--- src/sv/klp_pkg.sv ---
// Shared types, constants and fixed-point helpers for the kinematic latency predictor.
// No dependencies; every other source file but klp_if uses this package.
`default_nettype none
package klp_pkg;

  localparam int FRAC_BITS_DEF    = 16;
  localparam int CORDIC_ITERS_DEF = 16;
  localparam int ATAN_LEN         = 24;
  localparam int CFG_IDX_W        = 2;
  localparam int CFG_DATA_W       = 24;

  localparam logic [CFG_IDX_W-1:0] CFG_DT        = 2'd0;
  localparam logic [CFG_IDX_W-1:0] CFG_INV_LF    = 2'd1;
  localparam logic [CFG_IDX_W-1:0] CFG_MAX_STEER = 2'd2;

  localparam int REM_W = 56;  // |angle| in Q32, worst case FRAC_BITS = 8
  localparam int ANG_W = 36;
  localparam int CRD_W = 34;

  localparam logic [63:0]             TWO_PI_Q32_U = 64'd26986075410;
  localparam logic signed [ANG_W-1:0] PI_Q32       = 36'sd13493037705;
  localparam logic signed [ANG_W-1:0] TWO_PI_Q32   = 36'sd26986075410;
  localparam logic signed [ANG_W-1:0] HALF_PI_Q32  = 36'sd6746518852;
  localparam logic signed [CRD_W-1:0] GAIN_Q30     = 34'sd652032874;

  typedef struct packed {
    logic [REM_W-1:0]        rem;
    logic                    sgn;
    logic                    flip;
    logic signed [ANG_W-1:0] z;
    logic signed [CRD_W-1:0] x;
    logic signed [CRD_W-1:0] y;
  } ang_t;

  typedef struct packed {
    logic signed [31:0] px;
    logic signed [31:0] py;
    logic signed [31:0] psi;
    logic signed [31:0] v;
    logic signed [31:0] cte;
    logic signed [31:0] epsi;
    logic signed [31:0] vth;
    logic signed [31:0] rate1;
    logic signed [19:0] delta;
    ang_t [1:0]         ang;   // 0: heading, 1: heading error
  } item_t;

  function automatic logic signed [ANG_W-1:0] atan_q30(input logic [4:0] i);
    logic signed [ANG_W-1:0] r;
    case (i)
      5'd0:  r = 36'sd843314857;
      5'd1:  r = 36'sd497837829;
      5'd2:  r = 36'sd263043837;
      5'd3:  r = 36'sd133525159;
      5'd4:  r = 36'sd67021687;
      5'd5:  r = 36'sd33543516;
      5'd6:  r = 36'sd16775851;
      5'd7:  r = 36'sd8388437;
      5'd8:  r = 36'sd4194283;
      5'd9:  r = 36'sd2097149;
      5'd10: r = 36'sd1048576;
      5'd11: r = 36'sd524288;
      5'd12: r = 36'sd262144;
      5'd13: r = 36'sd131072;
      5'd14: r = 36'sd65536;
      5'd15: r = 36'sd32768;
      5'd16: r = 36'sd16384;
      5'd17: r = 36'sd8192;
      5'd18: r = 36'sd4096;
      5'd19: r = 36'sd2048;
      5'd20: r = 36'sd1024;
      5'd21: r = 36'sd512;
      5'd22: r = 36'sd256;
      5'd23: r = 36'sd128;
      default: r = '0;
    endcase
    return r;
  endfunction

  function automatic logic signed [31:0] sat32(input logic signed [79:0] t);
    logic signed [31:0] r;
    if (t > 80'sd2147483647) r = 32'sh7fffffff;
    else if (t < -80'sd2147483648) r = 32'sh80000000;
    else r = t[31:0];
    return r;
  endfunction

  // round half up by s bits, then saturate; s is always a constant at the call
  function automatic logic signed [31:0] rnd_sat(input logic signed [79:0] p,
                                                 input int unsigned s);
    logic signed [79:0] t;
    t = (p + (80'sd1 <<< (s - 1))) >>> s;
    return sat32(t);
  endfunction

  function automatic logic signed [31:0] sat_add(input logic signed [31:0] a,
                                                 input logic signed [31:0] b);
    logic signed [79:0] t;
    t = 80'(a) + 80'(b);
    return sat32(t);
  endfunction

endpackage
`default_nettype wire

--- src/sv/klp_mod_step.sv ---
// Modulo-2*pi reduction of both angle magnitudes in three stages: reciprocal
// multiply for the quotient, subtract of quotient*2*pi, one final correction. Depends on klp_pkg.
`default_nettype none
module klp_mod_step
  import klp_pkg::*;
#(
  parameter int FRAC_BITS = FRAC_BITS_DEF
) (
  input  wire logic clk,
  input  wire logic rst,
  input  wire logic in_valid,
  output logic      in_ready,
  input  item_t     in_item,
  output logic      out_valid,
  input  wire logic out_ready,
  output item_t     out_item
);

  localparam int           QW      = 24;
  localparam int           QSH     = 34 + FRAC_BITS;
  // floor(2^66 / 2*pi in Q32); the quotient estimate is low by at most one
  localparam logic [127:0] RECIP_W = (128'd1 << 66) / 128'(TWO_PI_Q32_U);
  localparam logic [31:0]  RECIP   = RECIP_W[31:0];

  typedef struct packed {
    item_t              it;
    logic [1:0][QW-1:0] q;
  } red_t;

  red_t        s1;
  red_t        n1;
  item_t       s2;
  item_t       n2;
  item_t       n3;
  logic        v1;
  logic        v2;
  logic        r2;
  logic        r3;
  logic [31:0] mag [2];
  logic [63:0] prod [2];

  assign r3       = !out_valid || out_ready;
  assign r2       = !v2 || r3;
  assign in_ready = !v1 || r2;

  always_comb begin
    n1.it = in_item;
    for (int k = 0; k < 2; k++) begin
      mag[k]  = 32'(in_item.ang[k].rem >> (32 - FRAC_BITS));
      prod[k] = mag[k] * RECIP;
      n1.q[k] = QW'(prod[k] >> QSH);
    end
  end

  always_comb begin
    n2 = s1.it;
    for (int k = 0; k < 2; k++) begin
      n2.ang[k].rem = REM_W'(64'(s1.it.ang[k].rem) - 64'(s1.q[k]) * TWO_PI_Q32_U);
    end
  end

  always_comb begin
    n3 = s2;
    for (int k = 0; k < 2; k++) begin
      if (64'(s2.ang[k].rem) >= TWO_PI_Q32_U) begin
        n3.ang[k].rem = REM_W'(64'(s2.ang[k].rem) - TWO_PI_Q32_U);
      end
    end
  end

  always_ff @(posedge clk) begin
    if (rst) begin
      v1        <= 1'b0;
      v2        <= 1'b0;
      out_valid <= 1'b0;
    end else begin
      if (in_ready) v1 <= in_valid;
      if (r2) v2 <= v1;
      if (r3) out_valid <= v2;
    end
  end

  always_ff @(posedge clk) begin
    if (in_ready && in_valid) s1 <= n1;
    if (r2 && v1) s2 <= n2;
    if (r3 && v2) out_item <= n3;
  end

endmodule
`default_nettype wire

--- config.mk ---
export PLATFORM = sky130hd
export DESIGN_NAME = klp_mod_step
export DESIGN_NICKNAME = d
export VERILOG_FILES = /design/src/sv/klp_pkg.sv /design/src/sv/klp_mod_step.sv
export SDC_FILE = /design/constraint.sdc
export NUM_CORES = 2
export LEC_CHECK = 0
export BUFFER_PORTS_ARGS = -buffer_cell sky130_fd_sc_hd__buf_2
export CAP_MARGIN = 20
export CORE_AREA = 2 2 465 467
export CTS_BUF_LIST = sky130_fd_sc_hd__clkbuf_2
export DETAILED_ROUTE_END_ITERATION = 8
export DIE_AREA = 0 0 467 469
export PLACE_DENSITY = 0.72
export SLEW_MARGIN = 20
export SYNTH_ARGS = -nofsm -noshare
export SYNTH_HDL_FRONTEND = slang
export SYNTH_SLANG_ARGS = --single-unit
--- constraint.sdc ---
create_clock -name clk -period 116.3 [get_ports clk]
set_clock_uncertainty 0.15 [all_clocks]
set_input_delay 11.63 -clock clk [delete_from_list [all_inputs] [get_ports clk]]
set_output_delay 11.63 -clock clk [all_outputs]
set_load 0.01 [all_outputs]
==> impl_metrics.ini <==
[yosys]
synthAdderAreaFrac_pct = 33.0
syn_inst = 7769
synth_top_area_share_pct = 49.7
synth_compound_area_share_pct = 5.39
synth_area_um2 = 111000
synthMuxAreaShare_pct = 0.0283
synth-simple-area-share_pct = 3.74
synth_cell_type_count = 82
synth_top_family_by_area = adder cells
synth_xor_area_share_pct = 2.75
synth-edff-count = 1828
ys_ff_latch = 1831
synth.area.top_cells = edfxtp_1, fa_1, ha_1
synth_nets = 10600
ys_seq_area_share_pct = 49.7
syn_area_per_cell_um2 = 14.2
ys_warn_count = 0
async_flop_share_pct = 0
synth_top_area_cell = edfxtp_1
ys.flop_type = edfxtp_1

[floorplanning]
fp.dieW_um = 467
ioPinCount = 1206
std_cell_rows = 170
die_y_um = 469
core_um2 = 214000
dieArea_um2 = 219000
start_util_pct = 51.7

[clocking]
ctsResizeCount = 0
insertion_delay_ps = 1930
cts_max_level = 5
cts-root-buf = clkbuf_2
numCtsBuffers = 440
clkTransAtPathRegs_ps = 100
cts.sink_count = 1831
clk_path_buf_depth = 4
cts_tree = yes
post_cts_buffers = 0
hold_buffers = 0

[critical_path]
crit_type = input port to primary output
worstPathArrival_ps = 12930
critPathTopFamily = simple AND/OR/NAND/NOR gates
path_buf_inv = 2
required_ps = 104520
cp-start-kind = input port
slowest_delay_ps = 640
worst_setup_path_end_kind = primary output
crit_fanout = 6
crit_slowest_cell = nor2b_2
cp_cell_sequence = buf_2, nor2b_2, nand3_1, buf_2
crit_top_cell = buf_2

[grt]
grt_antenna_before_repair = 192
grtUsageTotal_pct = 34.4
grt_overflow_total = 0
grt_pass1_wl_um = 521000
grt_max_degree = 167
grt_pass1_vias = 71100

[layout]
n_fill_cell = 17500
final_cell_mix = edfxtp_1, inv_1, buf_2
final-seq-area_um2 = 55000
final_common_cell = edfxtp_1
synthToLayoutAreaGrowth_pct = 12.4
fin_util_pct = 58.1
multi_input_area_um2 = 49800
nets = 12300
drive_gt1_share_pct = 19.8

[routing]
drt-pass1-iter-count = 6
totalWireLength_um = 378000
vias = 71200
ant_nets = 0
drtIter0Drc = 8021
wl_per_cell_um = 29.9
post-route-drc-count = 0
avgViaCountPerCell = 5.63

[sta]
rsz0062_at_grt = false
worst_pin_slew_ps = 1280
finalMaxSlewViolations = 0
max_freq_mhz = 40.5
fin_crit_sh_pct = 21.2
max_slew_margin_pct = 14.7
hold_viol = 0
finalSetupTns_ps = 0
finalCriticalPeriod_ps = 24710
setup_viol = 0

[placement]
dp_hpwl_um = 310000
port_buffers = 1205
place_congestion = 1.08

[run]
max_cap_viol_count = 0

[status]
status = complete, no violations

[hold_path]
hold_path.class = register to register
==> cells by family after synthesis <==
| group | after synthesis |
|---|---|
| xor+xnor | 347 |
| compound gates | 934 |
| flops | 1831 |
| buf+inv | 1571 |
| simple gates | 817 |
| fa+ha+maj | 2266 |
| mux | 3 |
==> cells in the mapped netlist (all sizes together), types with 9 or more instances <==
library cell     n
a21oi          306
nor3            49
o211ai          11
o31ai           23
xor2           148
a31oi           31
nand4           59
nand3b          12
nand3           64
and2            20
nand2b          40
and3            27
nor2b           51
nor4            25
o21ai          159
nor3b            9
a2111oi         12
ha            1176
o21bai          35
inv           1505
o21a            21
fa            1090
xnor2          199
clkbuf          61
and4             9
or3             14
or4             13
a21o           221
nor2           187
edfxtp        1828
a211oi          13
a41oi           10
or2             11
nand2          208
a21boi          14
a221oi          11
==> sequential cells by signal (all words and copies together) (netlist names) <==
signal     cells
v2             1
n3           488
out_item     600
v1             1
n2           488
out_valid      1
s1           140
s2           112
==> metal layers <==
| metal | share of wire [%] | track usage [%] | up-vias |
|---|---|---|---|
| met2 | 43 | 49.7 | 3946 |
| met4 | 5.2 | 16.1 | 64 |
| met3 | 12 | 12.3 | 726 |
| met1 | 40 | 46.6 | 36100 |
| li1 | - | - | 30300 |
| met5 | 0.093 | 0 | - |
==> final timing paths <==
check	startpoint	to	slack (ps)	depth (start not counted)
worst max-delay path	out_ready	in_ready	91590	4
worst max register to register	s1[27]	s2[318]	106790	32
worst min-delay path	n3[469]	out_item[469]	120	0
worst min register to register	n3[469]	out_item[469]	120	0
==> layout make-up <==
| cell class | count | share of cell area [%] |
|---|---|---|
| antenna | 117 | 0.236 |
| sequential | 1831 | 44.2 |
| tap | 2838 | 2.86 |
| timing repair buffer | 1237 | 5.07 |
| clock inverter | 136 | 0.559 |
| multi-input combinational | 4367 | 40.0 |
| inverter | 1505 | 4.55 |
| clock buffer | 610 | 2.46 |
==> metrics by stage <==
stage	cells	setup slack (ps)	hold WS (ps)	instance area, µm²
finish	12600	91590	117	124000
global route	12500	91620	171	124000
CTS	12500	91650	108	124000
detailed placement	11800	91650	255	120000
global placement	11800	91280	250	120000
floorplan	7769	58880	250	111000
Power is left out: the tool's default activity adds up to more than one toggle a clock period on the data nets, which glitch-free logic cannot reach.
