`config.mk`:
```
export PLATFORM = sky130hd
export DESIGN_NAME = klp_cordic_step
export DESIGN_NICKNAME = d
export VERILOG_FILES = /design/src/sv/klp_pkg.sv /design/src/sv/klp_cordic_step.sv
export SDC_FILE = /design/constraint.sdc
export NUM_CORES = 1
export LEC_CHECK = 0
export BUFFER_PORTS_ARGS = -buffer_cell sky130_fd_sc_hd__clkbuf_2
export CAP_MARGIN = 20
export CORE_AREA = 2 2 472 474
export DETAILED_ROUTE_END_ITERATION = 6
export DIE_AREA = 0 0 474 476
export MAX_ROUTING_LAYER = met4
export PLACE_DENSITY = 0.4
export SLEW_MARGIN = 10
export SYNTH_ARGS = -nofsm -noshare
export SYNTH_HDL_FRONTEND = slang
export SYNTH_SLANG_ARGS = --single-unit
```
`constraint.sdc`:
```
create_clock -name clk -period 21 [get_ports clk]
set_input_delay 2.1 -clock clk [delete_from_list [all_inputs] [get_ports clk]]
set_output_delay 2.1 -clock clk [all_outputs]
set_load 0.01 [all_outputs]
```
`src/sv/klp_pkg.sv`:
```
// Shared types, constants and fixed-point helpers for the kinematic latency predictor.
// No dependencies; every other source file but klp_if uses this package.
`default_nettype none
package klp_pkg;

  localparam int FRAC_BITS_DEF    = 16;
  localparam int CORDIC_ITERS_DEF = 16;
  localparam int ATAN_LEN         = 24;
  localparam int CFG_IDX_W        = 2;
  localparam int CFG_DATA_W       = 24;

  localparam logic [CFG_IDX_W-1:0] CFG_DT        = 2'd0;
  localparam logic [CFG_IDX_W-1:0] CFG_INV_LF    = 2'd1;
  localparam logic [CFG_IDX_W-1:0] CFG_MAX_STEER = 2'd2;

  localparam int REM_W = 56;  // |angle| in Q32, worst case FRAC_BITS = 8
  localparam int ANG_W = 36;
  localparam int CRD_W = 34;

  localparam logic [63:0]             TWO_PI_Q32_U = 64'd26986075410;
  localparam logic signed [ANG_W-1:0] PI_Q32       = 36'sd13493037705;
  localparam logic signed [ANG_W-1:0] TWO_PI_Q32   = 36'sd26986075410;
  localparam logic signed [ANG_W-1:0] HALF_PI_Q32  = 36'sd6746518852;
  localparam logic signed [CRD_W-1:0] GAIN_Q30     = 34'sd652032874;

  typedef struct packed {
    logic [REM_W-1:0]        rem;
    logic                    sgn;
    logic                    flip;
    logic signed [ANG_W-1:0] z;
    logic signed [CRD_W-1:0] x;
    logic signed [CRD_W-1:0] y;
  } ang_t;

  typedef struct packed {
    logic signed [31:0] px;
    logic signed [31:0] py;
    logic signed [31:0] psi;
    logic signed [31:0] v;
    logic signed [31:0] cte;
    logic signed [31:0] epsi;
    logic signed [31:0] vth;
    logic signed [31:0] rate1;
    logic signed [19:0] delta;
    ang_t [1:0]         ang;   // 0: heading, 1: heading error
  } item_t;

  function automatic logic signed [ANG_W-1:0] atan_q30(input logic [4:0] i);
    logic signed [ANG_W-1:0] r;
    case (i)
      5'd0:  r = 36'sd843314857;
      5'd1:  r = 36'sd497837829;
      5'd2:  r = 36'sd263043837;
      5'd3:  r = 36'sd133525159;
      5'd4:  r = 36'sd67021687;
      5'd5:  r = 36'sd33543516;
      5'd6:  r = 36'sd16775851;
      5'd7:  r = 36'sd8388437;
      5'd8:  r = 36'sd4194283;
      5'd9:  r = 36'sd2097149;
      5'd10: r = 36'sd1048576;
      5'd11: r = 36'sd524288;
      5'd12: r = 36'sd262144;
      5'd13: r = 36'sd131072;
      5'd14: r = 36'sd65536;
      5'd15: r = 36'sd32768;
      5'd16: r = 36'sd16384;
      5'd17: r = 36'sd8192;
      5'd18: r = 36'sd4096;
      5'd19: r = 36'sd2048;
      5'd20: r = 36'sd1024;
      5'd21: r = 36'sd512;
      5'd22: r = 36'sd256;
      5'd23: r = 36'sd128;
      default: r = '0;
    endcase
    return r;
  endfunction

  function automatic logic signed [31:0] sat32(input logic signed [79:0] t);
    logic signed [31:0] r;
    if (t > 80'sd2147483647) r = 32'sh7fffffff;
    else if (t < -80'sd2147483648) r = 32'sh80000000;
    else r = t[31:0];
    return r;
  endfunction

  // round half up by s bits, then saturate; s is always a constant at the call
  function automatic logic signed [31:0] rnd_sat(input logic signed [79:0] p,
                                                 input int unsigned s);
    logic signed [79:0] t;
    t = (p + (80'sd1 <<< (s - 1))) >>> s;
    return sat32(t);
  endfunction

  function automatic logic signed [31:0] sat_add(input logic signed [31:0] a,
                                                 input logic signed [31:0] b);
    logic signed [79:0] t;
    t = 80'(a) + 80'(b);
    return sat32(t);
  endfunction

endpackage
`default_nettype wire

```
`src/sv/klp_cordic_step.sv`:
```
// One rotation-mode CORDIC iteration, applied to both angles side by side.
// Depends on klp_pkg.
`default_nettype none
module klp_cordic_step
  import klp_pkg::*;
#(
  parameter int ITER = 0
) (
  input  wire logic clk,
  input  wire logic rst,
  input  wire logic in_valid,
  output logic      in_ready,
  input  item_t     in_item,
  output logic      out_valid,
  input  wire logic out_ready,
  output item_t     out_item
);

  localparam logic signed [ANG_W-1:0] ATAN = atan_q30(5'(ITER));

  item_t nxt;

  assign in_ready = !out_valid || out_ready;

  always_comb begin
    nxt = in_item;
    for (int k = 0; k < 2; k++) begin
      if (!in_item.ang[k].z[ANG_W-1]) begin
        nxt.ang[k].x = in_item.ang[k].x - (in_item.ang[k].y >>> ITER);
        nxt.ang[k].y = in_item.ang[k].y + (in_item.ang[k].x >>> ITER);
        nxt.ang[k].z = in_item.ang[k].z - ATAN;
      end else begin
        nxt.ang[k].x = in_item.ang[k].x + (in_item.ang[k].y >>> ITER);
        nxt.ang[k].y = in_item.ang[k].y - (in_item.ang[k].x >>> ITER);
        nxt.ang[k].z = in_item.ang[k].z + ATAN;
      end
    end
  end

  always_ff @(posedge clk) begin
    if (rst) begin
      out_valid <= 1'b0;
    end else if (in_ready) begin
      out_valid <= in_valid;
    end
  end

  always_ff @(posedge clk) begin
    if (in_ready && in_valid) begin
      out_item <= nxt;
    end
  end

endmodule
`default_nettype wire

```
==> impl_metrics.yaml, run 1 <==
run_status:
  status: "finished clean"
synthesis:
  syn-num-nets: 3772
  syn_avg_cell_area_sq_um: 11.5
  synth_flop_cell: "edfxtp_1"
  netlist_top_cells_area: "edfxtp_1, ha_1, a21oi_1"
  synth-seq-cells: 599
  yosysSeqAreaShare: 0.540
  post_synth_num_cell_types: 92
  synth_edf_count: 598
  netlist.area_leader.share: 0.539
  ys.warnings.count: 0
  async_flop_share: 0
  yosysTopAreaCell: "edfxtp_1"
  synthCells: 2894
  syn_area_sq_mm: 0.0333
sta:
  final-setup-viol-count: 0
  finalCriticalPeriod_ns: 5.86
  hold_violations: 0
  rsz0062_at_grt: "no"
  post-route-period-util: 0.279
  finClkSkew_ns: 0.0387
  fmaxAchievable_ghz: 0.171
  relSlewSlack: 0.310
  tns_ns: 0
  worst_slack_ns: 15.14
  maxSlewViolCount: 0
  worst_slew_pin_slew_ns: 1.03
  holdWs_ns: 0.566
die:
  die_h_um: 476
  initial_utilization: 0.151
  io_pins: 1206
  rows: 173
  fp.dieArea_sq_mm: 0.226
  fp.dieW_um: 474
  fp.coreArea_sq_mm: 0.221
clock_tree:
  cts_buffer_depth: 3
  insertion_delay_ns: 0.70
  clockRootBuffer: "clkbuf_16"
  cts_setup_buffers: 0
  cts_tree: "done"
  cts_max_level: 3
  cts.sinks: 599
  cts.clk_slew.worst_paths_ns: 0.05
  hold_buffers: 0
  numCtsBuffers: 83
  cts_resized: 0
critical_path:
  r2r_cells: 6
  critPathArrivalTime_ns: 6.18
  start_kind: "input port"
  path_common_cell: "buf_4"
  critPathKind: "in2reg"
  cp_top_family: "buffers and inverters"
  required_ns: 21.32
  path_cells: "clkbuf_2, nand2b_1, and2_4, buf_4, buf_4, buf_4, buf_4"
  cp-end-kind: "flip-flop"
  max_stage_delay_ns: 0.82
  cp.depth: 7
  critPathMaxFanout: 62
  cpMaxStageDelayCell: "buf_4"
  critPathBufInv: 5
final_layout:
  drive_gt1_frac: 0.335
  layout_commonest_cell: "clkbuf_2"
  final_core_util: 0.207
  final_area_sq_mm: 0.0457
  final_cell_mix: "clkbuf_2, edfxtp_1, a21oi_1, ha_1, nor2_1"
  nets: 4966
  syn_to_final_growth_pct: 37.2
  fin_cells: 7196
grt:
  grt_pass1_vias: 28200
  overflow: 0
  grt_pass1_wl_um: 270000
  grt_max_degree: 146
  antenna_found_initial: 105
  grt_use_total: 0.185
power:
  p_leak_nw: 19.3
  p_per_area_mw_per_mm2: 85.4
  power.total_mw: 3.90
  irDropWorstVdd_mv: 0.0548
detailed_routing:
  ant_nets: 0
  wirelength_um: 214000
  wl_per_cell_um: 29.7
  first_pass_iters: 5
  drtIter0Drc: 2470
  vias_per_cell: 4.13
  drcViolationCount: 0
  via_count: 29700
placed_design:
  dp_hpwl_um: 180000
  dp_slack_ns: 14.32
  port_buffers: 1205
  place_inst: 6978
  dpl_cell_area_sq_mm: 0.0427
  place_congestion: 0.915
hold_path:
  whs_path_depth: 2
  hold_class: "reg2reg"
job:
  drv_cap: 0
## per-layer routing
layer | GRT usage | up-vias | part of all wire
met3 | 0.0743 | 229 | 0.088
li1 | - | 13200 | -
met2 | 0.290 | 1260 | 0.46
met1 | 0.212 | 15000 | 0.41
met5 | - | - | 0
met4 | 0.0686 | 0 | 0.039
## registers in the layout (all words and copies together), names as in the netlist
signal,cells
out_item,598
out_valid,1
## cells in the mapped netlist (21+ instances only)
cell type,count
edfxtp_1,598
a21oi_1,273
ha_1,266
nor2_1,205
inv_1,200
o21ai_0,152
xnor2_1,145
nand2_1,135
a21o_1,92
clkbuf_1,63
o21bai_1,53
nand3_1,47
nor3_1,46
xor2_1,46
o21a_1,35
a211oi_1,33
nor2b_1,30
nand4_1,29
mux2i_1,28
nand2b_1,28
buf_2,25
o211ai_1,25
or3_1,23
a31oi_1,21
## power by group
group | internal [mW] | leakage, nW | switching [mW] | total (mW)
Clock | 0.871 | 1.34 | 0.636 | 1.51
Sequential | 1.46 | 5.79 | 0.0517 | 1.51
Combinational | 0.292 | 12.2 | 0.594 | 0.886
Total | 2.62 | 19.3 | 1.28 | 3.90
## worst paths after layout
path / from / end / slack (ns)
setup / recovery: out_ready / out_item[563] / 15.14
hold / removal: out_valid / out_valid / 0.57
setup reg to reg: out_valid / out_item[563] / 16.32
hold reg to reg: out_valid / out_valid / 0.57
## area by class of cell
class,instances,area [sq um]
timing repair buffer,1221,6170
sequential,599,18000
tap,2975,3720
clock inverter,57,688
clock buffer,97,2130
inverter,208,781
fill,24400,175000
antenna,64,160
multi-input combinational,1975,14100
## worst reg2reg max path, delay by kind of cell, from the launching register on
family        cells  cell delay (ns)
buf+inv           4             3.13
flops             1             0.31
simple gates      2             0.84
## kinds of logic after synthesis
kind of cell | Yosys count | share of synthesized area
AOI/OAI and AO/OA | 847 | 0.167
buffers and inverters | 320 | 0.0377
DFF | 599 | 0.540
xor gates and xnor gates | 191 | 0.0503
muxes | 28 | 0.00842
and+or+nand+nor | 635 | 0.0920
adders and majority gates | 274 | 0.105
Note: power is estimated with default switching activity, not from simulation.
==> run 2, diff against run 1 <==
ABC_AREA = 1   (was unset)
CORE_AREA = 2 2 467 469   (was 2 2 472 474)
DIE_AREA = 0 0 469 471   (was 0 0 474 476)
PLACE_DENSITY = 0.43   (was 0.4)
clock period = 6.11 ns   (was 21 ns; I/O delays follow)
==> impl_metrics.yaml, run 2 <==
run_status:
  status: "finished clean"
critical_path:
  cp-end-kind: "flip-flop"
  critPathMaxFanout: 21
  critPathArrivalTime_ns: 3.30
  ff2ff_setup_slack_ns: 3.78
  start_kind: "input port"
  required_ns: 6.55
  critPathKind: "in2reg"
synthesis:
  syn-num-nets: 5151
  synth_flop_cell: "edfxtp_1"
  yosysSeqAreaShare: 0.489
  post_synth_num_cell_types: 47
  syn_avg_cell_area_sq_um: 8.61
  synthTopCellsByCount: "nand2_1, edfxtp_1, inv_1"
  syn_area_sq_mm: 0.0368
  yosysMostFrequentCell: "nand2_1"
  synthCells: 4273
  netlist.area_leader.share: 0.488
  async_flop_share: 0
  netlist_top_cells_area: "edfxtp_1, nand2_1, ha_1"
  synth-seq-cells: 599
  ys.warnings.count: 0
  synth_edf_count: 598
  yosysTopAreaCell: "edfxtp_1"
final_layout:
  reg_top3: "out_item (598), out_valid (1)"
  layout_commonest_cell: "clkbuf_2"
  nets: 6467
  largest_reg_flops: 598
  final_area_sq_mm: 0.0498
  drive_gt1_frac: 0.250
  final_cell_mix: "clkbuf_2, nand2_1, edfxtp_1, inv_1, nand3_1"
  fin_cells: 8574
  syn_to_final_growth_pct: 35.6
  regMostFlops: "out_item"
sta:
  final-setup-viol-count: 0
  hold_violations: 0
  relSlewSlack: 0.406
  holdWs_ns: 0.0739
  worst_slack_ns: 3.24
  worst_slew_pin_slew_ns: 0.891
  tns_ns: 0
  fmaxAchievable_ghz: 0.349
  maxSlewViolCount: 0
  finClkSkew_ns: 0.0461
  post-route-period-util: 0.469
  finalCriticalPeriod_ns: 2.87
  rsz0062_at_grt: "no"
job:
  drv_cap: 0
detailed_routing:
  vias_per_cell: 4.36
  ant_nets: 0
  wl_per_cell_um: 30.3
  drtIter0Drc: 3451
  first_pass_iters: 7
  drcViolationCount: 0
  wirelength_um: 260000
  via_count: 37400
clock_tree:
  cts_tree: "done"
  numCtsBuffers: 82
  cts_setup_buffers: 0
  clockRootBuffer: "clkbuf_16"
  cts.clk_slew.worst_paths_ns: 0.06
  cts_max_level: 3
  cts_buffer_depth: 3
  insertion_delay_ns: 0.73
  cts.sinks: 599
placed_design:
  dp_hpwl_um: 224000
  place_inst: 8264
  dp_slack_ns: 2.58
  place_congestion: 0.998
  port_buffers: 1205
  dpl_cell_area_sq_mm: 0.0461
hold_path:
  hold_class: "in2reg"
die:
  fp.dieW_um: 469
  fp.dieArea_sq_mm: 0.221
  rows: 171
  io_pins: 1206
  fp.coreArea_sq_mm: 0.216
  die_h_um: 471
  initial_utilization: 0.170
grt:
  grt_pass1_vias: 35700
  antenna_found_initial: 133
  overflow: 0
  grt_max_degree: 133
  grt_use_total: 0.232
  grt_pass1_wl_um: 332000
power:
  p_leak_nw: 23.1
  p_per_area_mw_per_mm2: 271
  irDropWorstVdd_mv: 0.180
-- run 2: kinds of logic (layout without fill, tap and decap cells) --
| logic type | Yosys count | in the layout | synth area share |
|---|---|---|---|
| AO/OA/AOI/OAI | 647 | 647 | 0.0947 |
| XOR/XNOR | 94 | 94 | 0.0224 |
| adder cells (fa/ha/maj) | 274 | 274 | 0.0949 |
| buffers and inverters | 658 | 2037 | 0.0734 |
| flip-flops | 599 | 599 | 0.489 |
| other | 0 | 68 | 0 |
| AND/OR/NAND/NOR | 2001 | 2001 | 0.226 |
-- run 2: stage by stage --
stage                     power [mW]   util
after floorplan                 6.90      -
after global placement          8.65  0.213
after detailed placement        8.61  0.213
after CTS                       13.7  0.230
after global routing            14.1  0.231
final                           13.5  0.231
-- run 2: per-layer routing --
metal / vias to the layer above / share of wire / global-route usage
met3: 364 / 0.078 / 0.0581
met2: 1733 / 0.48 / 0.379
met1: 18300 / 0.40 / 0.268
li1: 17000 / - / -
met4: 0 / 0.045 / 0.101
met5: - / 0 / -
-- run 2: worst paths after layout --
kind,start,to,depth (start not counted)
max reg2reg,out_valid,out_item[253],3
min reg2reg,out_valid,out_valid,2
min,in_item[469],out_item[469],1
max,in_item[103],out_item[98],11
-- run 2: area by class of cell --
cell class | instances | area [sq um]
diodes | 68 | 170
multi-input cells | 3016 | 16100
inverters | 568 | 2140
well taps | 2854 | 3570
clock buffers | 99 | 2160
fillers | 24000 | 166000
repair buffers | 1322 | 7210
clock inverters | 48 | 515
flip-flops and latches | 599 | 18000
-- run 2: worst max-delay path, cell delays in order --
cell	delay (ns)
clkbuf_2	0.58
inv_2	0.38
ha_1	0.48
a21oi_1	0.24
o21ai_0	0.18
a21oi_1	0.27
nor2_1	0.08
nor3_1	0.23
nand2_1	0.09
nand2_1	0.06
nand2_1	0.05
-- run 2: what timing repair did --
item                       CTS  global route
setup endpoints to repair    0             0
hold endpoints to repair    95             0
hold buffers                95             0
gates resized for setup      0             0
-- run 2: report_power, final --
group          leakage (nW)  switching [mW]  total (mW)  internal, mW
registers              5.80           0.209        5.18          4.97
logic                  16.0            2.45        3.44         0.998
clock network          1.28            2.11        4.91          2.79
