File: config.mk
export PLATFORM = sky130hd
export DESIGN_NAME = klp_fold
export DESIGN_NICKNAME = d
export VERILOG_FILES = /design/src/sv/klp_pkg.sv /design/src/sv/klp_fold.sv
export SDC_FILE = /design/constraint.sdc
export NUM_CORES = 1
export LEC_CHECK = 0
export BUFFER_PORTS_ARGS = -buffer_cell sky130_fd_sc_hd__buf_4
export CORE_AREA = 3 3 469 471
export CTS_CLUSTER_SIZE = 20
export DETAILED_ROUTE_END_ITERATION = 7
export DIE_AREA = 0 0 472 474
export PLACE_DENSITY_LB_ADDON = 0.25
export REMOVE_ABC_BUFFERS = 1
export SYNTH_ARGS = -nofsm -noshare
export SYNTH_HDL_FRONTEND = slang
export SYNTH_SLANG_ARGS = --single-unit
File: constraint.sdc
create_clock -name clk -period 16.71 [get_ports clk]
set_clock_uncertainty 0.15 [all_clocks]
set_input_delay 3.342 -clock clk [delete_from_list [all_inputs] [get_ports clk]]
set_output_delay 3.342 -clock clk [all_outputs]
set_load 0.02 [all_outputs]
File: src/sv/klp_pkg.sv
// Shared types, constants and fixed-point helpers for the kinematic latency predictor.
// No dependencies; every other source file but klp_if uses this package.
`default_nettype none
package klp_pkg;

  localparam int FRAC_BITS_DEF    = 16;
  localparam int CORDIC_ITERS_DEF = 16;
  localparam int ATAN_LEN         = 24;
  localparam int CFG_IDX_W        = 2;
  localparam int CFG_DATA_W       = 24;

  localparam logic [CFG_IDX_W-1:0] CFG_DT        = 2'd0;
  localparam logic [CFG_IDX_W-1:0] CFG_INV_LF    = 2'd1;
  localparam logic [CFG_IDX_W-1:0] CFG_MAX_STEER = 2'd2;

  localparam int REM_W = 56;  // |angle| in Q32, worst case FRAC_BITS = 8
  localparam int ANG_W = 36;
  localparam int CRD_W = 34;

  localparam logic [63:0]             TWO_PI_Q32_U = 64'd26986075410;
  localparam logic signed [ANG_W-1:0] PI_Q32       = 36'sd13493037705;
  localparam logic signed [ANG_W-1:0] TWO_PI_Q32   = 36'sd26986075410;
  localparam logic signed [ANG_W-1:0] HALF_PI_Q32  = 36'sd6746518852;
  localparam logic signed [CRD_W-1:0] GAIN_Q30     = 34'sd652032874;

  typedef struct packed {
    logic [REM_W-1:0]        rem;
    logic                    sgn;
    logic                    flip;
    logic signed [ANG_W-1:0] z;
    logic signed [CRD_W-1:0] x;
    logic signed [CRD_W-1:0] y;
  } ang_t;

  typedef struct packed {
    logic signed [31:0] px;
    logic signed [31:0] py;
    logic signed [31:0] psi;
    logic signed [31:0] v;
    logic signed [31:0] cte;
    logic signed [31:0] epsi;
    logic signed [31:0] vth;
    logic signed [31:0] rate1;
    logic signed [19:0] delta;
    ang_t [1:0]         ang;   // 0: heading, 1: heading error
  } item_t;

  function automatic logic signed [ANG_W-1:0] atan_q30(input logic [4:0] i);
    logic signed [ANG_W-1:0] r;
    case (i)
      5'd0:  r = 36'sd843314857;
      5'd1:  r = 36'sd497837829;
      5'd2:  r = 36'sd263043837;
      5'd3:  r = 36'sd133525159;
      5'd4:  r = 36'sd67021687;
      5'd5:  r = 36'sd33543516;
      5'd6:  r = 36'sd16775851;
      5'd7:  r = 36'sd8388437;
      5'd8:  r = 36'sd4194283;
      5'd9:  r = 36'sd2097149;
      5'd10: r = 36'sd1048576;
      5'd11: r = 36'sd524288;
      5'd12: r = 36'sd262144;
      5'd13: r = 36'sd131072;
      5'd14: r = 36'sd65536;
      5'd15: r = 36'sd32768;
      5'd16: r = 36'sd16384;
      5'd17: r = 36'sd8192;
      5'd18: r = 36'sd4096;
      5'd19: r = 36'sd2048;
      5'd20: r = 36'sd1024;
      5'd21: r = 36'sd512;
      5'd22: r = 36'sd256;
      5'd23: r = 36'sd128;
      default: r = '0;
    endcase
    return r;
  endfunction

  function automatic logic signed [31:0] sat32(input logic signed [79:0] t);
    logic signed [31:0] r;
    if (t > 80'sd2147483647) r = 32'sh7fffffff;
    else if (t < -80'sd2147483648) r = 32'sh80000000;
    else r = t[31:0];
    return r;
  endfunction

  // round half up by s bits, then saturate; s is always a constant at the call
  function automatic logic signed [31:0] rnd_sat(input logic signed [79:0] p,
                                                 input int unsigned s);
    logic signed [79:0] t;
    t = (p + (80'sd1 <<< (s - 1))) >>> s;
    return sat32(t);
  endfunction

  function automatic logic signed [31:0] sat_add(input logic signed [31:0] a,
                                                 input logic signed [31:0] b);
    logic signed [79:0] t;
    t = 80'(a) + 80'(b);
    return sat32(t);
  endfunction

endpackage
`default_nettype wire

File: src/sv/klp_fold.sv
// Signed remainder, wrap into [-pi, pi], fold to +-pi/2 and seed the CORDIC.
// Depends on klp_pkg.
`default_nettype none
module klp_fold
  import klp_pkg::*;
(
  input  wire logic clk,
  input  wire logic rst,
  input  wire logic in_valid,
  output logic      in_ready,
  input  item_t     in_item,
  output logic      out_valid,
  input  wire logic out_ready,
  output item_t     out_item
);

  item_t                   nxt;
  logic signed [ANG_W-1:0] r0 [2];
  logic signed [ANG_W-1:0] r1 [2];
  logic signed [ANG_W-1:0] r2 [2];
  logic                    fl [2];

  assign in_ready = !out_valid || out_ready;

  always_comb begin
    nxt = in_item;
    for (int k = 0; k < 2; k++) begin
      r0[k] = $signed({1'b0, in_item.ang[k].rem[ANG_W-2:0]});
      if (in_item.ang[k].sgn) r0[k] = -r0[k];
      if (r0[k] > PI_Q32) r1[k] = r0[k] - TWO_PI_Q32;
      else if (r0[k] < -PI_Q32) r1[k] = r0[k] + TWO_PI_Q32;
      else r1[k] = r0[k];
      fl[k] = 1'b1;
      if (r1[k] > HALF_PI_Q32) r2[k] = r1[k] - PI_Q32;
      else if (r1[k] < -HALF_PI_Q32) r2[k] = r1[k] + PI_Q32;
      else begin
        r2[k] = r1[k];
        fl[k] = 1'b0;
      end
      nxt.ang[k].flip = fl[k];
      nxt.ang[k].z    = (r2[k] + 36'sd2) >>> 2;  // Q32 -> Q30, round half up
      nxt.ang[k].x    = GAIN_Q30;
      nxt.ang[k].y    = '0;
    end
  end

  always_ff @(posedge clk) begin
    if (rst) begin
      out_valid <= 1'b0;
    end else if (in_ready) begin
      out_valid <= in_valid;
    end
  end

  always_ff @(posedge clk) begin
    if (in_ready && in_valid) begin
      out_item <= nxt;
    end
  end

endmodule
`default_nettype wire

==> reports/results.ini, run 1 <==
[job]
cap_viol_max_count = 0

[sta]
tightest_slew_ns = 1.05
unrepaired_setup_endpoints_after_global_routing = false
fin_crit_ns = 13.51
final-hold-violation-count = 0
timing.setup.tns_ns = 0
period_share_pct = 80.9
timing.final.setup_violations = 0
slew_violations = 0
slew_headroom_pct = 29.7
maximum_clock_frequency_mhz = 74.0
finalHoldWorstSlack_ns = 0.396

[grt]
antenna_found_initial = 37
grt_pass1_vias = 26100
grt_start_max_net_pins = 137
wire_length_of_the_first_global_routing_pass_um = 209000
globalRouteTotalUtil_pct = 13.0
gr-total-overflow = 0

[logic_synthesis]
synth_top_flop_cell = sky130_fd_sc_hd__edfxtp_1
asyncSetResetFlopFracSynth_pct = 0
synth_area_leaders = sky130_fd_sc_hd__edfxtp_1, sky130_fd_sc_hd__xnor2_1, sky130_fd_sc_hd__buf_4
yosys.area_share.simple_pct = 19.4
synthesis.yosys.warnings = 0
synthAdderAreaFrac_pct = 0.468
post_synth_xor_area_fraction_pct = 7.28
synth.mux.area_fraction_pct = 0.349
synth_enable_flop_cells = 460
share_of_the_synthesized_area_in_compound_gates_ao_oa_aoi_oai_pct = 19.3
yosys_register_bits = 461
netlist_instances = 2808
synth_top_family_by_area = simple AND/OR/NAND/NOR gates
synth_sequential_area_ratio_pct = 47.0
avgSynthCellArea_um2 = 10.5
mappedNetlistArea_um2 = 29400
yosysTopAreaCellShare_pct = 47.0
synth.lib_cells_used.distinct = 116
largest_area_contributor_in_the_synthesized_netlist = sky130_fd_sc_hd__edfxtp_1

[status]
run_status = finished, final reports clean

[clocking]
cts.hold.buffers_added = 0
clk_transition_reported_paths_ns = 0.06
clk_latency_ns = 0.69
cts_tree = yes
root_buffer = sky130_fd_sc_hd__clkbuf_16
htree_levels = 2
max-clock-path-buffers = 3
cts.sinks = 461
post-cts-setup-buffer-count = 0
cts_inserted_buffers = 61
cts_resized = 0

[die]
die_outline_area_um2 = 224000
floorplan.io_pins = 1206
die_width_um = 472
fp.coreArea_um2 = 217000
die_height_um = 474
initial_core_util_pct = 13.6
row_count = 171

[power]
p_int_mw = 2.71
totalPowerFinal_mw = 4.33
power-per-cell-area_nw_per_um2 = 106
leakage_nw = 14.7
peakVddDrop_mv = 0.0870
power.net_switching_mw = 1.61
power.share.clock_pct = 31.2
swShare_pct = 37.3
seq_power_share_pct = 33.9
combinationalPowerShare_pct = 34.9

[detailed_routing]
drt-wirelength-per-cell_um = 23.4
num_vias = 27200
drt_iter0_drc = 1814
first_pass_iters = 8
detail_route.wirelength_um = 154000
vias_per_cell = 4.13
post-route-drc-count = 0
antenna_violating_nets_post_route = 0

[worst_setup_path]
start_kind = input port
critical_path_peak_fanout = 62
critical_path_arrival_ns = 13.78
critPathCaptureType = register
critical_path_cell_with_the_highest_stage_delay = sky130_fd_sc_hd__nor2_1
worstPathRequired_ns = 16.98
crit_type = in2reg
stage_delay_of_the_slowest_cell_on_the_critical_path_ns = 0.90

[min_path]
hp-class = reg2reg

[layout]
final_net_count = 4249
post_route_cells_drive_above_1_share_pct = 30.3
syn_to_final_growth_pct = 38.4

[placement]
detailedPlacementHpwl_um = 125000
place.gp.congestion = 0.828
portBuffers = 859

==> area by class of cell <==
class | instances | area [um^2]
diodes | 37 | 92.6
clock buffers | 68 | 1550
clock inverters | 40 | 465
fillers | 23900 | 176000
inverters | 42 | 158
multi-input cells | 2173 | 14300
flip-flops and latches | 461 | 13800
well taps | 2854 | 3570
repair buffers | 895 | 6730
==> cell families after synthesis <==
| kind of cell | after synthesis |
|---|---|
| compound gates | 759 |
| xor+xnor | 242 |
| fa+ha+maj | 11 |
| buf+inv | 308 |
| flops | 461 |
| mux | 10 |
| other cells | 2 |
| simple gates | 1015 |
==> power by group through the flow <==
| stage | sequential, mW | combinational [mW] | clock (mW) |
|---|---|---|---|
| floorplan | 1.63 | 0.743 | 0 |
| global placement | 1.49 | 1.53 | 0 |
| detailed placement | 1.49 | 1.53 | 0 |
| CTS | 1.47 | 1.54 | 1.43 |
| global route | 1.48 | 1.64 | 1.46 |
| finish | 1.47 | 1.51 | 1.35 |
==> registers in the layout (all words and copies together), names as in the netlist <==
register / count
out_item: 460
out_valid: 1
==> stage by stage <==
step,util [%],instances,setup WS [ns],area (um^2)
3_5_place_dp,17.8,6425,2.60,38600
6_report,18.8,6570,3.20,40700
2_1_floorplan,-,2676,1.65,28300
3_3_place_gp,17.8,6425,2.53,38600
4_1_cts,18.8,6533,3.40,40600
5_1_grt,18.8,6564,2.60,40700
==> synthesized netlist by cell type (39+ instances only) <==
| master | number |
|---|---|
| sky130_fd_sc_hd__o211ai_1 | 46 |
| sky130_fd_sc_hd__clkbuf_1 | 60 |
| sky130_fd_sc_hd__edfxtp_1 | 460 |
| sky130_fd_sc_hd__a21oi_1 | 120 |
| sky130_fd_sc_hd__nor2_1 | 187 |
| sky130_fd_sc_hd__xor2_1 | 74 |
| sky130_fd_sc_hd__nand3_1 | 88 |
| sky130_fd_sc_hd__nand4_1 | 58 |
| sky130_fd_sc_hd__buf_4 | 148 |
| sky130_fd_sc_hd__nor3_1 | 102 |
| sky130_fd_sc_hd__nor4_1 | 44 |
| sky130_fd_sc_hd__and2_1 | 48 |
| sky130_fd_sc_hd__buf_2 | 47 |
| sky130_fd_sc_hd__inv_1 | 40 |
| sky130_fd_sc_hd__nand2_1 | 191 |
| sky130_fd_sc_hd__xnor2_1 | 165 |
| sky130_fd_sc_hd__o21ai_0 | 101 |
| sky130_fd_sc_hd__o31ai_1 | 39 |
==> critical path, delay by kind of cell <==
kind,cells,cell delay (ns)
buffers and inverters,2,1.30
and+or+nand+nor,11,4.23
adders and majority gates,1,0.24
AOI/OAI and AO/OA,10,3.56
xor gates and xnor gates,3,1.04
==> final timing paths <==
path / startpoint / slack (ns) / to / cells after the start
max: in_item[267] / 3.20 / out_item[257] / 27
min: out_valid / 0.40 / out_valid / 2
max reg2reg: out_valid / 13.50 / out_item[81] / 4
min reg2reg: out_valid / 0.40 / out_valid / 2
==> cell usage in the layout (no fill, tap or decap), types with 32 or more instances in the layout <==
master                      netlist  final
sky130_fd_sc_hd__buf_4          148    894
sky130_fd_sc_hd__and2_1          48     47
sky130_fd_sc_hd__nand4_1         58     58
sky130_fd_sc_hd__nor4_1          44     44
sky130_fd_sc_hd__edfxtp_1       460    460
sky130_fd_sc_hd__xnor2_1        165    165
sky130_fd_sc_hd__clkbuf_16        0     61
sky130_fd_sc_hd__nand2_1        191    191
sky130_fd_sc_hd__nor2_1         187    187
sky130_fd_sc_hd__and3_1          35     35
sky130_fd_sc_hd__xor2_1          74     74
sky130_fd_sc_hd__or2_2           32     32
sky130_fd_sc_hd__a21oi_1        120    120
sky130_fd_sc_hd__o211ai_1        46     46
sky130_fd_sc_hd__nand3_1         88     88
sky130_fd_sc_hd__diode_2          0     37
sky130_fd_sc_hd__inv_1           40     40
sky130_fd_sc_hd__o21ai_0        101    101
sky130_fd_sc_hd__o31ai_1         39     38
sky130_fd_sc_hd__conb_1           2    136
sky130_fd_sc_hd__a31oi_1         38     38
sky130_fd_sc_hd__nor3_1         102    101
sky130_fd_sc_hd__or3_1           38     38
==> per-layer routing <==
layer | vias to the layer above | global-route usage [%] | wire length [um] | share of wire (%)
met5 | - | 0 | 154 | 0.10
met4 | 24 | 4.02 | 3410 | 2.2
met3 | 138 | 2.63 | 9820 | 6.4
met2 | 1144 | 24.2 | 81600 | 53
met1 | 13400 | 14.6 | 59000 | 38
li1 | 12500 | - | - | -
Note: power is estimated with default switching activity, not from simulation.
==> inputs of run 2 (changes only) <==
--- a/config.mk
+++ b/config.mk
@@ -5,11 +5,12 @@
 export SDC_FILE = /design/constraint.sdc
 export NUM_CORES = 1
 export LEC_CHECK = 0
+export ABC_AREA = 1
 export BUFFER_PORTS_ARGS = -buffer_cell sky130_fd_sc_hd__buf_4
-export CORE_AREA = 3 3 469 471
+export CORE_AREA = 3 3 466 468
 export CTS_CLUSTER_SIZE = 20
 export DETAILED_ROUTE_END_ITERATION = 7
-export DIE_AREA = 0 0 472 474
+export DIE_AREA = 0 0 469 471
 export PLACE_DENSITY_LB_ADDON = 0.25
 export REMOVE_ABC_BUFFERS = 1
 export SYNTH_ARGS = -nofsm -noshare
==> constraint.sdc (replaced) <==
create_clock -name clk -period 12.8 [get_ports clk]
set_clock_uncertainty 0.15 [all_clocks]
set_input_delay 2.56 -clock clk [delete_from_list [all_inputs] [get_ports clk]]
set_output_delay 2.56 -clock clk [all_outputs]
set_load 0.02 [all_outputs]
==> run 2 against run 1 <==
Area after synthesis grew 25%. Routed wire length up 22%. Design area grew 18%. Sequential power up 28%. Worst setup slack lost 0.14 ns. Sequential share of layout area decreased by 5.2 points. Clock power rose by 43%. Clock-buffer cell count grew 11. Total power is 45% higher. Via count grew 46%.
==> reports/results.ini, run 2 <==
[logic_synthesis]
mappedNetlistArea_um2 = 36700  ; +25%
synth_top_flop_cell = sky130_fd_sc_hd__edfxtp_1
netlist_instances = 5499  ; +96%
yosys_register_bits = 461  ; unchanged
yosysMostFrequentCell = sky130_fd_sc_hd__nand2_1
synth_sequential_area_ratio_pct = 37.7  ; -9.3 points
synth.lib_cells_used.distinct = 55  ; -53%
synth_enable_flop_cells = 460  ; unchanged
yosysTopAreaCellShare_pct = 37.7  ; -9.3 points
synthesis.yosys.warnings = 0  ; unchanged
asyncSetResetFlopFracSynth_pct = 0  ; unchanged
synth_commonest_cells = sky130_fd_sc_hd__nand2_1, sky130_fd_sc_hd__nor2_1, sky130_fd_sc_hd__nand3_1
avgSynthCellArea_um2 = 6.67  ; -36%
largest_area_contributor_in_the_synthesized_netlist = sky130_fd_sc_hd__edfxtp_1
synth_area_leaders = sky130_fd_sc_hd__edfxtp_1, sky130_fd_sc_hd__nand2_1, sky130_fd_sc_hd__nor2_1

[worst_setup_path]
stage_delay_of_the_slowest_cell_on_the_critical_path_ns = 0.67  ; -0.23 ns
worst_r2r_startpoint = out_valid
critical_path_peak_fanout = 61  ; -1.6%
critical_path_cell_with_the_highest_stage_delay = sky130_fd_sc_hd__inv_2
crit_top_cell = sky130_fd_sc_hd__nand2_1
setup.reg_to_reg.worst_slack_ns = 9.60  ; -3.90 ns
start_kind = input port
crit_path_start = in_item[106]
worstPathRequired_ns = 13.08  ; -3.90 ns
critical_path_arrival_ns = 10.02  ; -3.76 ns
crit_type = in2reg
critPathCaptureType = register

[clocking]
clk_transition_reported_paths_ns = 0.06  ; about the same
cts.sinks = 461  ; unchanged
cts_inserted_buffers = 66  ; +8.2%
post-cts-setup-buffer-count = 0  ; unchanged
cts.hold.buffers_added = 0  ; unchanged
clk_latency_ns = 0.67  ; -0.02 ns
max-clock-path-buffers = 3  ; unchanged
cts_resized = 0  ; unchanged
root_buffer = sky130_fd_sc_hd__clkbuf_16
cts_tree = yes
htree_levels = 3  ; +1

[placement]
dpl.cell_count = 9122  ; +42%
placed_cell_area_um2 = 45700  ; +18%
portBuffers = 859  ; unchanged
place.gp.congestion = 0.914  ; +10%
dpl_worst_slack_ns = 2.52  ; -0.0783 ns
detailedPlacementHpwl_um = 155000  ; +24%

[grt]
globalRouteTotalUtil_pct = 16.1  ; +3.2 points
antenna_found_initial = 50  ; +35%
grt_start_max_net_pins = 131  ; -4.4%
wire_length_of_the_first_global_routing_pass_um = 263000  ; +26%
grt_pass1_vias = 37600  ; +44%
gr-total-overflow = 0  ; unchanged

[layout]
final_cell_mix = sky130_fd_sc_hd__nand2_1, sky130_fd_sc_hd__buf_4, sky130_fd_sc_hd__nor2_1
final_common_cell = sky130_fd_sc_hd__nand2_1
layout.filler_cells = 24200  ; +1.2%
largest_register_ff_count = 460  ; unchanged
syn_to_final_growth_pct = 31.1
stdcell_area_um2 = 48100  ; +18%
stdcell_count = 9273  ; +41%
final_net_count = 6967  ; +64%
post_route_cells_drive_above_1_share_pct = 19.1  ; -11 points
largest_registers = out_item (460), out_valid (1)
largest_register = out_item

[min_path]
hp-class = reg2reg
worst_hold_startpoint = out_valid

[sta]
maximum_clock_frequency_mhz = 103
fin_crit_ns = 9.75
unrepaired_setup_endpoints_after_global_routing = false
period_share_pct = 76.1
finalHoldWorstSlack_ns = 0.389  ; -0.00697 ns
timing.final.ws_setup_ns = 3.05  ; -0.142 ns
final-hold-violation-count = 0  ; unchanged
tightest_slew_ns = 1.02  ; -0.0321 ns
slew_headroom_pct = 32.3  ; +2.6 points
timing.final.setup_violations = 0  ; unchanged
slew_violations = 0  ; unchanged

[die]
die_height_um = 471  ; -0.63%
die_width_um = 469  ; -0.64%
fp.coreArea_um2 = 214000  ; -1.2%
initial_core_util_pct = 17.1  ; +3.6 points
row_count = 170  ; -0.58%
floorplan.io_pins = 1206  ; unchanged
die_outline_area_um2 = 221000  ; -1.3%

[detailed_routing]
antenna_violating_nets_post_route = 0  ; unchanged
num_vias = 39600  ; +46%
drt-wirelength-per-cell_um = 20.2  ; -14%
detail_route.wirelength_um = 187000  ; +22%
vias_per_cell = 4.27  ; +3.3%
post-route-drc-count = 0  ; unchanged
first_pass_iters = 8  ; unchanged
drt_iter0_drc = 3038  ; +67%

[power]
leakage_nw = 22.3  ; +52%
totalPowerFinal_mw = 6.26  ; +45%
peakVddDrop_mv = 0.0858  ; -1.3%
power-per-cell-area_nw_per_um2 = 130  ; +23%

[job]
cap_viol_max_count = 0  ; unchanged

[status]
run_status = finished, final reports clean

[run 2: cell count changes in the layout (fill, tap and decap cells not counted), moves of 49 or more]
cell and change:
sky130_fd_sc_hd__inv_1 +450, sky130_fd_sc_hd__nand4_1 +104, sky130_fd_sc_hd__nor3_1 -64, sky130_fd_sc_hd__nand3_1 +442, sky130_fd_sc_hd__nand2_1 +2007, sky130_fd_sc_hd__nand2_2 +85, sky130_fd_sc_hd__nor2_1 +545, sky130_fd_sc_hd__xnor2_1 -155
sky130_fd_sc_hd__nor2_2 +49
[run 2: worst paths after layout]
path | to | cells past startpoint
max | out_item[94] | 37
min | out_valid | 2
max reg2reg | out_item[300] | 3
min reg2reg | out_valid | 2
[run 2: final cells by class]
cell class	instances	area (um^2)	area share (%)
repair buffers	887	6710	14.0
clock buffers	79	1700	3.54
diodes	34	85.1	0.177
clock inverters	38	548	1.14
multi-input cells	4410	19600	40.9
well taps	2838	3550	7.39
inverters	526	1980	4.12
flip-flops and latches	461	13800	28.8
[run 2: power breakdown]
part / switching (mW) / internal [mW] / total [mW]
logic: 1.74 / 0.710 / 2.45
clock network: 0.802 / 1.13 / 1.93
registers: 0.0436 / 1.83 / 1.88
total: 2.58 / 3.68 / 6.26
[run 2: routing by layer]
metal  track usage [%]  part of all wire (%)
met3              2.97                   7.0
met5                 0                 0.074
met4              5.60                   3.6
met1              20.2                    42
met2              27.6                    47
[run 2: worst max-delay path: cells and delay by family]
| kind | cells | cell delay, ns |
|---|---|---|
| simple gates | 31 | 5.62 |
| buf+inv | 4 | 1.37 |
| fa+ha+maj | 1 | 0.28 |
| compound gates | 1 | 0.14 |
[run 2: kinds of logic after synthesis]
| logic type | synth area share (%) |
|---|---|
| flip-flops | 37.7 |
| adder cells (fa/ha/maj) | 0.375 |
| XOR/XNOR | 2.82 |
| AO/OA/AOI/OAI | 4.00 |
| buffers and inverters | 10.1 |
| other | 0.0205 |
| AND/OR/NAND/NOR | 45.0 |
[run 2: metrics by stage]
stage,setup TNS (ns),util (%)
after global placement,0,21.4
after detailed placement,0,21.4
after CTS,0,22.4
after floorplan,-6168.05,-
after global routing,0,22.5
final,0,22.5
==> inputs of run 3 (changes only) <==
--- a/config.mk
+++ b/config.mk
@@ -5,7 +5,7 @@
 export SDC_FILE = /design/constraint.sdc
 export NUM_CORES = 1
 export LEC_CHECK = 0
-export ABC_AREA = 1
+export ABC_AREA = 0
 export BUFFER_PORTS_ARGS = -buffer_cell sky130_fd_sc_hd__buf_4
 export CORE_AREA = 3 3 466 468
 export CTS_CLUSTER_SIZE = 20
==> constraint.sdc (replaced) <==
create_clock -name clk -period 8.1 [get_ports clk]
set_clock_uncertainty 0.15 [all_clocks]
set_input_delay 1.62 -clock clk [delete_from_list [all_inputs] [get_ports clk]]
set_output_delay 1.62 -clock clk [all_outputs]
set_load 0.02 [all_outputs]
==> run 3 against run 2 <==
Clock power rose by 54%. Sequential share of layout area shrank 1.6 points. First-iteration DRC count shrank 41%. Highest routed layer unchanged.
==> reports/results.ini, run 3 (synthesized netlist as in run 1, its figures left out) <==
[grt]
top_usage_layer = met2
antenna_found_initial = 25  ; -50%
grt_start_max_net_pins = 135  ; +3.1%
grt_use_met3_pct = 2.75  ; -0.22 points
globalRouteTotalUtil_pct = 14.3  ; -1.9 points
use_met2_pct = 26.8  ; -0.86 points
global_route.usage.met1_pct = 16.2  ; -4.0 points
gr-total-overflow = 0  ; unchanged
wire_length_of_the_first_global_routing_pass_um = 230000  ; -13%
grt_pass1_vias = 31400  ; -17%

[worst_setup_path]
critical_path_arrival_ns = 8.34  ; -1.68 ns
start_kind = input port
setup.reg_to_reg.worst_slack_ns = 5.42  ; -4.18 ns
rr_worst_depth = 3  ; unchanged
critPathCaptureType = register
stage_delay_of_the_slowest_cell_on_the_critical_path_ns = 0.53  ; -0.14 ns
worstPathRequired_ns = 8.41  ; -4.67 ns
critical_path_peak_fanout = 11  ; -82%
critical_path_cell_with_the_highest_stage_delay = sky130_fd_sc_hd__or4b_4
crit_type = in2reg

[placement]
portBuffers = 859  ; unchanged
detailedPlacementHpwl_um = 138000  ; -10%
place.gp.congestion = 0.860  ; -6.0%
placed_cell_area_um2 = 46600  ; +1.9%

[die]
initial_core_util_pct = 13.7  ; -3.4 points
floorplan.io_pins = 1206  ; unchanged
die_width_um = 469  ; unchanged
die_outline_area_um2 = 221000  ; unchanged
fp.coreArea_um2 = 214000  ; unchanged
die_height_um = 471  ; unchanged
row_count = 170  ; unchanged

[layout]
layout.filler_cells = 23300  ; -3.9%
stdcell_area_um2 = 50900  ; +5.9%
syn_to_final_growth_pct = 73.0
final_net_count = 5380  ; -23%
largest_register = out_item
largest_registers = out_item (460), out_valid (1)
post_route_cells_drive_above_1_share_pct = 50.8  ; +32 points
final_common_cell = sky130_fd_sc_hd__buf_4
final_cell_mix = sky130_fd_sc_hd__buf_4, sky130_fd_sc_hd__edfxtp_1, sky130_fd_sc_hd__nand2_1
largest_register_ff_count = 460  ; unchanged

[clocking]
root_buffer = sky130_fd_sc_hd__clkbuf_16
cts.sinks = 461  ; unchanged
cts_inserted_buffers = 61  ; -7.6%
max-clock-path-buffers = 3  ; unchanged
clk_latency_ns = 0.71  ; +0.04 ns
cts_tree = yes
htree_levels = 2  ; -1
clk_transition_reported_paths_ns = 0.07  ; about the same

[power]
combinationalPowerShare_pct = 41.7  ; +2.6 points
power-per-cell-area_nw_per_um2 = 203  ; +56%
swShare_pct = 36.0  ; -5.3 points
seq_power_share_pct = 29.5  ; -0.5 points
leakage_nw = 20.7  ; -7.2%
peakVddDrop_mv = 0.183  ; +110%
power.net_switching_mw = 3.71  ; +44%
p_int_mw = 6.60  ; +80%
totalPowerFinal_mw = 10.3  ; +65%
power.share.clock_pct = 28.8  ; -2.1 points

[sta]
slew_violations = 0  ; unchanged
unrepaired_setup_endpoints_after_global_routing = true
fin_crit_ns = 8.03
timing.final.setup_violations = 0  ; unchanged
tightest_slew_ns = 1.02  ; +0.00470 ns
slew_headroom_pct = 32.0  ; -0.31 points
final-hold-violation-count = 0  ; unchanged
period_share_pct = 99.1
maximum_clock_frequency_mhz = 125
finalHoldWorstSlack_ns = 0.532  ; +0.143 ns

[min_path]
hold_path_cells = 2  ; unchanged
hp-class = reg2reg

[detailed_routing]
drt_iter0_drc = 1791  ; -41%
num_vias = 31300  ; -21%
vias_per_cell = 4.08  ; -4.4%
first_pass_iters = 5  ; -3
antenna_violating_nets_post_route = 0  ; unchanged
post-route-drc-count = 0  ; unchanged
drt-wirelength-per-cell_um = 21.8  ; +7.8%
detail_route.wirelength_um = 167000  ; -11%

[status]
run_status = finished, final reports clean

[job]
cap_viol_max_count = 0  ; unchanged

-- run 3: timing repair --
action | CTS | global route
setup endpoints to repair | 45 | 49
gates cloned | 0 | 0
resized for setup | 62 | 235
pin swaps | 23 | 107
hold buffers | 0 | 0
buffers inserted | 14 | 63
-- run 3: worst max-delay path, delay by kind of cell --
family                   cells  cell delay [ns]
AO/OA/AOI/OAI                7             1.41
buffers and inverters        5             0.72
AND/OR/NAND/NOR             14             3.80
adder cells (fa/ha/maj)      2             0.35
XOR/XNOR                     3             0.42
-- run 3: stage by stage --
| stage | worst slack [ns] | utilization, % | TNS, ns | cells |
|---|---|---|---|---|
| after floorplan | -5.24 | - | -2480.99 | 2676 |
| after global placement | -1.44 | 21.8 | -61.74 | 7463 |
| after detailed placement | -1.40 | 21.8 | -63.05 | 7463 |
| after CTS | -0.00314 | 23.0 | -0.00314 | 7592 |
| after global routing | -0.196 | 23.8 | -1.17 | 7659 |
| final | 0.0708 | 23.8 | 0 | 7660 |
-- run 3: final timing paths --
kind,start,end
min,out_valid,out_valid
max,in_item[269],out_item[253]
min reg2reg,out_valid,out_valid
max reg2reg,out_valid,out_item[312]
-- run 3: per-layer routing --
metal  part of all wire [%]  wire length, um
met4                    2.8             4720
met5                   0.10              167
met3                    6.1            10200
met1                     39            65100
met2                     52            86800
-- run 3: area by class of cell --
class	count	area (um^2)	share of cell area, %
inverters	42	163	0.320
repair buffers	2026	15500	30.4
clock buffers	66	1550	3.04
well taps	2838	3550	6.98
diodes	5	12.5	0.0246
clock inverters	49	622	1.22
multi-input cells	2173	15700	30.8
flip-flops and latches	461	13800	27.2
-- run 3: power groups by stage --
stage,logic [mW],clock network (mW),registers (mW)
floorplan,1.53,0,3.37
global placement,4.15,0,3.11
detailed placement,4.14,0,3.10
CTS,4.20,3.13,3.06
global route,4.64,3.20,3.07
finish,4.30,2.97,3.04
